--- src/hdl/gne_pkg.sv ---
// gne_pkg: shared constants, codes, types and direction tables for the grid neighbor expander.
// Used by gne_locate and grid_neighbor_expander_core; depends on nothing.

package gne_pkg;

   localparam int GRID_COLS_DEF = 64;
   localparam int GRID_ROWS_DEF = 64;

   localparam logic [15:0] COST_ONE = 16'd256;

   // action codes
   localparam logic [1:0] ACT_WRITE  = 2'd0;
   localparam logic [1:0] ACT_READ   = 2'd1;
   localparam logic [1:0] ACT_EXPAND = 2'd2;

   // csr register indexes
   localparam logic [2:0] CSR_ORIGIN_X    = 3'd0;
   localparam logic [2:0] CSR_ORIGIN_Y    = 3'd1;
   localparam logic [2:0] CSR_GRID_WIDTH  = 3'd2;
   localparam logic [2:0] CSR_GRID_HEIGHT = 3'd3;
   localparam logic [2:0] CSR_DIAG_EN     = 3'd4;
   localparam logic [2:0] CSR_CORNER_EN   = 3'd5;

   // probes 0..7 are the eight directions, probe 8 the tile itself
   localparam logic [3:0] PROBE_CENTER = 4'd8;
   localparam logic [3:0] PROBE_LAST_ORTHO = 4'd3;
   localparam logic [3:0] PROBE_LAST_ALL = 4'd8;

   typedef struct packed {
      logic [15:0] origin_x;
      logic [15:0] origin_y;
      logic [6:0]  grid_width;
      logic [6:0]  grid_height;
   } cfg_type;

   function automatic logic signed [15:0] step_dx(input logic [3:0] p);
      logic signed [15:0] r;
      case (p)
         4'd0: r = 16'sd1;
         4'd1: r = 16'sd0;
         4'd2: r = -16'sd1;
         4'd3: r = 16'sd0;
         4'd4: r = 16'sd1;
         4'd5: r = -16'sd1;
         4'd6: r = -16'sd1;
         4'd7: r = 16'sd1;
         default: r = 16'sd0;
      endcase
      return r;
   endfunction

   function automatic logic signed [15:0] step_dy(input logic [3:0] p);
      logic signed [15:0] r;
      case (p)
         4'd0: r = 16'sd0;
         4'd1: r = -16'sd1;
         4'd2: r = 16'sd0;
         4'd3: r = 16'sd1;
         4'd4: r = 16'sd1;
         4'd5: r = -16'sd1;
         4'd6: r = 16'sd1;
         4'd7: r = -16'sd1;
         default: r = 16'sd0;
      endcase
      return r;
   endfunction

   // probe that holds cell (x+dx, y)
   function automatic logic [3:0] corner_x_probe(input logic [3:0] p);
      logic signed [15:0] dx;
      logic [3:0] r;
      dx = step_dx(p);
      if (dx == 16'sd1) begin
         r = 4'd0;
      end else if (dx == -16'sd1) begin
         r = 4'd2;
      end else begin
         r = PROBE_CENTER;
      end
      return r;
   endfunction

   // probe that holds cell (x, y+dy)
   function automatic logic [3:0] corner_y_probe(input logic [3:0] p);
      logic signed [15:0] dy;
      logic [3:0] r;
      dy = step_dy(p);
      if (dy == -16'sd1) begin
         r = 4'd1;
      end else if (dy == 16'sd1) begin
         r = 4'd3;
      end else begin
         r = PROBE_CENTER;
      end
      return r;
   endfunction

endpackage

--- src/hdl/gne_locate.sv ---
// gne_locate: maps a grid coordinate to a cost memory address and flags whether it lies in the grid.
// Depends on gne_pkg (cfg_type).

module gne_locate #(
   parameter int GRID_COLS = gne_pkg::GRID_COLS_DEF,
   parameter int GRID_ROWS = gne_pkg::GRID_ROWS_DEF,
   parameter int ADDR_W    = $clog2(GRID_COLS * GRID_ROWS)
) (
   input  gne_pkg::cfg_type    cfg,
   input  logic [15:0]         pos_x,
   input  logic [15:0]         pos_y,
   output logic                in_grid,
   output logic [ADDR_W-1:0]   addr
);

   localparam int COL_AW = $clog2(GRID_COLS);
   localparam int ROW_AW = $clog2(GRID_ROWS);

   logic [15:0]       ox;
   logic [15:0]       oy;
   logic              in_x;
   logic              in_y;
   logic [ADDR_W-1:0] idx;

   assign ox = pos_x - cfg.origin_x;
   assign oy = pos_y - cfg.origin_y;

   assign in_x = (ox < {9'd0, cfg.grid_width}) && (32'(ox) < GRID_COLS);
   assign in_y = (oy < {9'd0, cfg.grid_height}) && (32'(oy) < GRID_ROWS);
   assign in_grid = in_x && in_y;

   assign idx = ADDR_W'(ADDR_W'(oy[ROW_AW-1:0]) * ADDR_W'(GRID_COLS))
              + ADDR_W'(ox[COL_AW-1:0]);
   assign addr = in_grid ? idx : '0;

endmodule
--- config.mk ---
export PLATFORM = sky130hd
export DESIGN_NAME = gne_locate
export DESIGN_NICKNAME = d
export VERILOG_FILES = /design/src/hdl/gne_pkg.sv /design/src/hdl/gne_locate.sv
export SDC_FILE = /design/constraint.sdc
export NUM_CORES = 1
export LEC_CHECK = 0
export BUFFER_PORTS_ARGS = -buffer_cell sky130_fd_sc_hd__buf_2
export CAP_MARGIN = 20
export CORE_MARGIN = 2
export CORE_UTILIZATION = 49
export DETAILED_ROUTE_END_ITERATION = 8
export PLACE_DENSITY = 0.85
export SYNTH_ARGS = -nofsm -noshare
export SYNTH_HDL_FRONTEND = slang
export SYNTH_SLANG_ARGS = --single-unit
--- constraint.sdc ---
create_clock -name vclk -period 4.54
set_input_delay 0.454 -clock vclk [all_inputs]
set_output_delay 0.454 -clock vclk [all_outputs]
set_load 0.01 [all_outputs]
==> key figures, run 1 <==
STA
  • Final Hold Vio Count: 0
  • Slew Limit Fails: 0
  • RSZ-0062 raised after global routing: true
  • Fmax: ~230 MHz
  • Hold slack: 1.413 ns
  • Slew @ Worst Pin: 1.130 ns
  • Final setup vio count: 0
  • Slew margin rel.: around a quarter
  • Setup TNS: 0 ns
  • Fin crit share: around 98%
  • Minimum clock period: 4.438 ns

Global route
  • Vias in the first global route: 2341
  • All-layer global routing usage: about 22%
  • First-pass GRT wire length: between 9 and 10 mm
  • Initial antenna violation count: 0
  • Congestion Overflow GR: 0
  • Largest net degree at the start of global routing: 14

Worst setup path
  • Required @ worst endpoint: around 4 ns
  • Worst EP arrival: 3.98 ns
  • Critical path launch point type: primary input
  • Setup crit end kind: output pin
  • Slowest CP cell: or4_4
  • CP max FO: 6
  • Slowest stage delay, CP: between 0.5 and 0.6 ns
  • Crit Path Class: primary input to output pin
  • Cell Chain, Critical Path: buf_2 -> inv_1 -> ha_2 -> inv_1 -> fa_2 -> a21o_1 -> a21oi_2 -> xnor2_2 -> ha_1 -> a21o_1 -> a21oi_1 -> o21ai_1 -> a221oi_2 -> nand3_1 -> or4_4 -> clkbuf_16 -> nor4_2 -> buf_2

Cells and area
  • Share of cells above drive strength 1: 31.71%
  • CLK BUF: 0
  • FFs & Latches: 0
  • Cell Count, Final, Fillers Out: 462
  • Post-Layout Inst Area: 0.002912 mm^2
  • Fillers: 379
  • Ant. Diodes: 0
  • NumNets Final: 534
  • Commonest non-fill, non-tap cell in the layout: buf_2
  • Syn-to-layout area delta: 27.72%
  • Most frequent cells in the layout: buf_2, inv_1, ha_1
  • Reg area: 0 um^2

Detailed routing
  • Number of DRC markers in iteration 0: 120
  • Drc violations: 0
  • Wirelength per Cell: 13.15 um
  • Routed Antenna Nets: 0
  • First-pass DRT Iterations: 5
  • Via count: 2691
  • Via density: ~5.8
  • Post-Route WL: 6.073 mm

Min path
  • Hold Startpoint: cfg[30]
  • Min-Delay Path Depth: 5
  • Hold Path End: addr[0]
  • Worst hold path type: primary input to output pin

Job
  • Maxcap violations: 0

Logic synthesis
  • Post-Syn Nets: 445
  • Gate Count Post-Synth: 323
  • Cell variety after synth: 57
  • Register area share after synthesis: 0%
  • Post-Syn Area: 0.002280 mm^2
  • Ys Warns: 0
  • Average cell area after synthesis: 7.058 um^2

Place
  • Placed cells: approximately 460
  • PortBufs: 91
  • Gp weighted congestion: 0.8895
  • Hpwl dp: 5.008 mm
  • Placed cell area: around 0.0028 mm^2

Floorplanning
  • Die height: slightly above 70 um
  • Top-Level Pins: 91
  • Core area: 0.004414 mm^2
  • FP Rows: 24
  • Initial core utilization: 51.64%
  • Die X: 72.21 um
  • Die Area: 0.005214 mm^2

Pwr
  • Peak VDD IR: 0.08626 mV
  • Power Density: 143.4 mW/mm^2
  • Pwr Total: 0.4174 mW
  • Static Leak: between 1.5 and 2 nW

Run status
  • Status: finished, final reports clean
report_power, final:
group / switching [mW] / internal, mW / total, mW
combinational: 0.237 / 0.181 / 0.417
clock: 0 / 0 / 0
sequential: 0 / 0 / 0
Yosys cell counts (3+ instances only):
master	instances	share of area (%)
a211oi_1	8	2.6
nor2_1	14	2.3
nor3_1	6	1.3
nand4_1	3	0.82
nor4_2	9	4.9
a221oi_1	3	1.2
ha_1	42	23
inv_1	50	8.2
nand3b_1	3	0.99
nand2_1	19	3.1
a31oi_1	3	0.82
clkbuf_1	11	1.8
and3_1	4	1.1
a21o_1	11	3.6
nor2b_1	4	1.1
a21oi_1	24	5.3
o211ai_1	3	0.99
xnor2_1	11	4.2
mux2i_1	3	1.3
xor2_1	8	3.1
o2111ai_1	3	1.2
o21ai_0	12	2.6
nor4_1	4	1.1
nand3_1	24	5.3
through the flow:
| stage | setup WS, ns | util [%] |
|---|---|---|
| after global routing | -0.07031 | 65.96 |
| final | 0.1020 | 65.96 |
| after floorplan | 0.4420 | - |
| after CTS | 0.01512 | 63.44 |
| after global placement | 0.1827 | 62.98 |
| after detailed placement | -0.01472 | 62.98 |
final cells by class:
cell class	instances	area (um^2)	area share, %
Inverter	50	187.7	6.446
Timing Repair Buffer	100	553.0	18.99
Tap cell	52	65.06	2.235
Multi-Input combinational cell	260	2106	72.32
worst max-delay path by stage:
| stage | startpoint | cells after the start | to | slack [ns] |
|---|---|---|---|---|
| after floorplan | pos_y[0] | 16 | addr[10] | 0.44 |
| after global placement | pos_x[0] | 17 | addr[0] | 0.18 |
| after detailed placement | pos_x[0] | 17 | addr[11] | -0.01 |
| after CTS | pos_x[0] | 18 | addr[4] | 0.02 |
| after global routing | pos_x[0] | 18 | addr[7] | -0.07 |
| final | pos_x[0] | 18 | addr[7] | 0.10 |
routing by layer:
layer	global-route usage [%]	part of all wire (%)	vias up
li1	-	-	1368
met1	31.29	46	1214
met2	38.33	47	103
met3	0.6944	6.3	6
met4	3.354	0.91	0
met5	0	0	-
timing repair:
| item | 4_1_cts | 5_1_grt |
|---|---|---|
| setup buffers | 1 | 3 |
| gates cloned | 0 | 1 |
| endpoints found under the setup margin | 1 | 13 |
| pin swaps | 1 | 15 |
| endpoints found under the hold margin | 0 | 0 |
| hold buffers | 0 | 0 |
| gates resized for setup | 0 | 14 |
worst max-delay path, delay by kind of cell:
family / cells / cell delay, ns
AO/OA/AOI/OAI: 6 / 1.04
XOR/XNOR: 1 / 0.10
adder cells (fa/ha/maj): 3 / 0.85
buffers and inverters: 5 / 0.59
AND/OR/NAND/NOR: 3 / 0.92
logic make-up (layout without fill, tap and decap cells):
| family | count (synthesis) | after routing | share of synthesized area [%] |
|---|---|---|---|
| muxes | 3 | 3 | 1.317 |
| AOI/OAI and AO/OA | 94 | 94 | 29.91 |
| adders and majority gates | 44 | 44 | 24.81 |
| and+or+nand+nor | 100 | 100 | 25.96 |
| buffers and inverters | 63 | 150 | 10.70 |
| xor gates and xnor gates | 19 | 19 | 7.300 |
No activity file was read; power rests on OpenSTA's default activity.
==> run 2: changes to the inputs <==
--- a/config.mk
+++ b/config.mk
@@ -13,2 +13,3 @@
 export PLACE_DENSITY = 0.85
+export SLEW_MARGIN = 20
 export SYNTH_ARGS = -nofsm -noshare
==> constraint.sdc (replaced) <==
create_clock -name vclk -period 4.54
set_input_delay 0.681 -clock vclk [all_inputs]
set_output_delay 0.681 -clock vclk [all_outputs]
set_load 0.01 [all_outputs]
==> key figures, run 2 (synthesized netlist as in run 1, its figures left out) <==
Detailed routing
  • Via count: 2976
  • Via density: approximately 6.1
  • Routed Antenna Nets: 0
  • Number of DRC markers in iteration 0: 242
  • Post-Route WL: 7.211 mm
  • First-pass DRT Iterations: 8
  • Drc violations: 0
  • Wirelength per Cell: 14.78 um

Worst setup path
  • Crit Path Class: primary input to output pin
  • CP startpoint: pos_y[0]
  • Required @ worst endpoint: 3.86 ns
  • Critical path launch point type: primary input
  • Worst EP arrival: 4.09 ns
  • Setup crit end kind: output pin
  • CP max FO: 7

Floorplanning
  • Top-Level Pins: 91
  • Core area: 0.004414 mm^2
  • Initial core utilization: 51.64%
  • Die height: between 70 and 80 um
  • Die Area: around 0.0052 mm^2
  • Die X: 72.21 um
  • FP Rows: 24

Global route
  • GRT Max-Usage Layer: met2
  • Vias in the first global route: 2702
  • Met1 Usage GRT: between 30% and 40%
  • Met2 usage: between 40% and 50%
  • First-pass GRT wire length: 11.03 mm
  • All-layer global routing usage: approximately 25%
  • Initial antenna violation count: 0
  • GR Util met3: 1.250%
  • Largest net degree at the start of global routing: 14
  • Congestion Overflow GR: 0

STA
  • RSZ-0062 raised after global routing: true
  • Setup TNS: -1.801 ns
  • Final setup vio count: 13
  • Slew @ Worst Pin: 1.186 ns
  • Fmax: 209.8 MHz
  • Final Worst Setup Slack: -0.2275 ns
  • Fin crit share: 105.0%
  • Final Hold Vio Count: 0
  • Minimum clock period: roughly 4.8 ns
  • Hold slack: 1.865 ns
  • Slew Limit Fails: 0
  • Slew margin rel.: 20.69%

Cells and area
  • Most frequent cells in the layout: buf_2, inv_1, ha_1
  • Commonest non-fill, non-tap cell in the layout: buf_2
  • FFs & Latches: 0
  • Ant. Diodes: 0
  • Final core occ: 71.37%
  • Share of cells above drive strength 1: 37.84%
  • CLK BUF: 0
  • Syn-to-layout area delta: 38.20%
  • NumNets Final: 560
  • Reg area: 0 um^2

Place
  • Gp weighted congestion: between 0.9 and 1
  • Hpwl dp: 5.430 mm
  • PortBufs: 91

Pwr
  • Power Density: between 150 and 200 mW/mm^2
  • Peak VDD IR: approximately 0.083 mV
  • Static Leak: 1.644 nW
  • Pwr Total: between 0.4 and 0.5 mW

Job
  • Maxcap violations: 0

Run status
  • Status: finished with violations
  • Failing checks: negative setup slack

Min path
  • Worst hold path type: primary input to output pin
  • Hold Startpoint: cfg[30]

Clocking
  • Hold Buf Count CTS: 0
[run 2: metrics by stage]
stage / cell area (um^2) / std cells / setup WS [ns]
2_1_floorplan: 2280 / 323 / -0.01200
3_3_place_gp: 2975 / 483 / -0.1914
3_5_place_dp: 2975 / 483 / -0.3431
4_1_cts: 3088 / 488 / -0.1179
5_1_grt: 3151 / 488 / -0.4237
6_report: 3151 / 488 / -0.2275
[run 2: worst paths after layout]
path | cells past startpoint | endpoint | slack, ns
max | 17 | addr[7] | -0.23
min | 5 | addr[0] | 1.86
[run 2: what timing repair did]
action,in CTS,in global routing
endpoints found under the setup margin,13,13
buffers inserted,4,0
pin swaps,36,5
gates resized for setup,21,9
gates cloned,1,0
[run 2: routing by layer]
metal  part of all wire (%)  wire, um  vias to the layer above
li1                       -         -                     1429
met3                    8.1       584                       17
met4                    1.6       114                        0
met5                      0         0                        -
met1                     40      2868                     1348
met2                     51      3643                      182
[run 2: report_power, final]
part	internal, mW	switching (mW)	total, mW
sequential	0	0	0
clock	0	0	0
combinational	0.221	0.267	0.488
[run 2: worst max-delay path, stage by stage]
cell and delay, ns:
buf_6 0.10, inv_4 0.05, ha_4 0.13, inv_2 0.04, fa_2 0.35, a21o_1 0.21
a221oi_2 0.28, xnor2_1 0.13, ha_1 0.34, inv_1 0.08, o221a_4 0.18, o311ai_4 0.10
a221oi_2 0.20, nand3_1 0.16, or4_4 0.66, nor4_4 0.23, buf_2 0.17
[run 2: final cells by class]
type / count / area, um^2
well taps: 52 / 65.06
fillers: 345 / 1264
repair buffers: 125 / 723.2
multi-input cells: 261 / 2172
inverters: 50 / 190.2
==> run 3: changes to the inputs <==
Clock period 4.54 ns to 4.6 ns, I/O delays scaled along.
==> key figures, run 3 (synthesized netlist as in run 1, its figures left out) <==
Run status
  • Status: finished with violations
  • Failing checks: negative setup slack

Global route
  • First-pass GRT wire length: 10.96 mm
  • Initial antenna violation count: 0
  • All-layer global routing usage: 24.60%
  • Vias in the first global route: 2561
  • Congestion Overflow GR: 0
  • Largest net degree at the start of global routing: 14

Worst setup path
  • Slowest CP cell: or4_4
  • Cell Chain, Critical Path: buf_2 -> inv_1 -> ha_1 -> nor2b_1 -> o2111a_1 -> nor2_2 -> xnor2_2 -> ha_1 -> a21oi_1 -> o221a_4 -> o311ai_4 -> a221oi_2 -> nand3_2 -> buf_4 -> or4_4 -> nor4_2 -> buf_2
  • CP max FO: 6
  • Required @ worst endpoint: 3.91 ns
  • Critical path launch point type: primary input
  • Setup crit end kind: output pin
  • Crit Path Class: primary input to output pin
  • Slowest stage delay, CP: ~0.57 ns
  • Worst EP arrival: between 4 and 5 ns

Detailed routing
  • Wirelength per Cell: 14.11 um
  • Drc violations: 0
  • Number of DRC markers in iteration 0: around 150
  • First-pass DRT Iterations: 4
  • Post-Route WL: 6.801 mm
  • Via count: 2822
  • Via density: between 5 and 6
  • Routed Antenna Nets: 0

Cells and area
  • Area occupied by multi-input gates: 0.002166 mm^2
  • Ant. Diodes: 0
  • CLK BUF: 0
  • FFs & Latches: 0
  • Most frequent cells in the layout: buf_2, inv_1, ha_1
  • Reg area: 0 um^2
  • NumNets Final: roughly 550
  • Post-Layout Inst Area: 0.003104 mm^2
  • Final core occ: between 70% and 80%
  • Share of cells above drive strength 1: 36.51%
  • Syn-to-layout area delta: 36.17%
  • Fillers: 351
  • Cell Count, Final, Fillers Out: 482
  • Commonest non-fill, non-tap cell in the layout: buf_2

STA
  • Final Worst Setup Slack: -0.2493 ns
  • RSZ-0062 raised after global routing: true
  • Slew Limit Fails: 0
  • Hold slack: 1.869 ns
  • Slew @ Worst Pin: 1.117 ns
  • Fmax: 206.2 MHz
  • Slew margin rel.: 25.30%
  • Minimum clock period: 4.849 ns
  • Fin crit share: 105.4%
  • Final setup vio count: 13
  • Final Hold Vio Count: 0

Floorplanning
  • Die X: about 72 um
  • Top-Level Pins: 91
  • Initial core utilization: 51.64%
  • FP Rows: 24
  • Die height: 72.21 um
  • Die Area: 0.005214 mm^2
  • Core area: between 0.004 and 0.005 mm^2

Pwr
  • Peak VDD IR: between 0.09 and 0.1 mV
  • Static Leak: 1.622 nW
  • Power Density: 149.6 mW/mm^2
  • Pwr Total: roughly 0.46 mW

Place
  • PortBufs: 91
  • Hpwl dp: 5.297 mm
  • Placed cells: 477
  • Placed cell area: 0.002930 mm^2
  • Gp weighted congestion: approximately 0.9

Job
  • Maxcap violations: 0

Min path
  • Min-Delay Path Depth: 5
  • Worst hold path type: primary input to output pin
  • Hold Path End: addr[0]
  • Hold Startpoint: cfg[30]

Clocking
  • Hold Buf Count CTS: 0
## run 3: layout make-up
type                            instances  share of cell area [%]
Multi-Input combinational cell        261                   69.77
Timing Repair Buffer                  119                   21.85
Inverter                               50                   6.288
Tap cell                               52                   2.096
## run 3: repair_timing
action / in CTS / in global routing
gates resized for setup: 18 / 12
gates cloned: 1 / 0
pin swaps: 27 / 22
setup endpoints to repair: 13 / 13
buffers inserted: 3 / 1
## run 3: worst max-delay path by stage
| stage | start | to | cells past startpoint | slack [ns] |
|---|---|---|---|---|
| after floorplan | pos_y[0] | addr[10] | 16 | 0.03 |
| after global placement | pos_x[0] | addr[9] | 17 | -0.19 |
| after detailed placement | pos_x[0] | addr[4] | 17 | -0.39 |
| after CTS | pos_y[0] | addr[1] | 17 | -0.17 |
| after global routing | cfg[15] | addr[8] | 16 | -0.35 |
| final | cfg[15] | addr[2] | 17 | -0.25 |
## run 3: through the flow
step | TNS [ns] | setup slack, ns
finish | -2.413 | -0.2493
floorplan | 0 | 0.03000
global route | -3.999 | -0.3497
detailed placement | -4.666 | -0.3865
CTS | -1.533 | -0.1728
global placement | -2.068 | -0.1897
## run 3: metal layers
metal	wire (um)	GRT usage, %	share of wire [%]
met1	2863	31.91	42
met2	3324	44.04	49
met3	468	2.222	6.9
met4	144	5.241	2.1
met5	0	0	0
## run 3: report_power, final
part / internal [mW] / leakage (nW) / switching [mW] / total, mW
combinational: 0.209 / 1.62 / 0.255 / 0.464
clock: 0 / 0 / 0 / 0
sequential: 0 / 0 / 0 / 0
## run 3: critical path, delay by kind of cell
kind | cells | cell delay, ns
buf+inv | 4 | 0.55
fa+ha+maj | 2 | 0.52
xor+xnor | 1 | 0.14
compound gates | 5 | 1.08
simple gates | 5 | 1.17
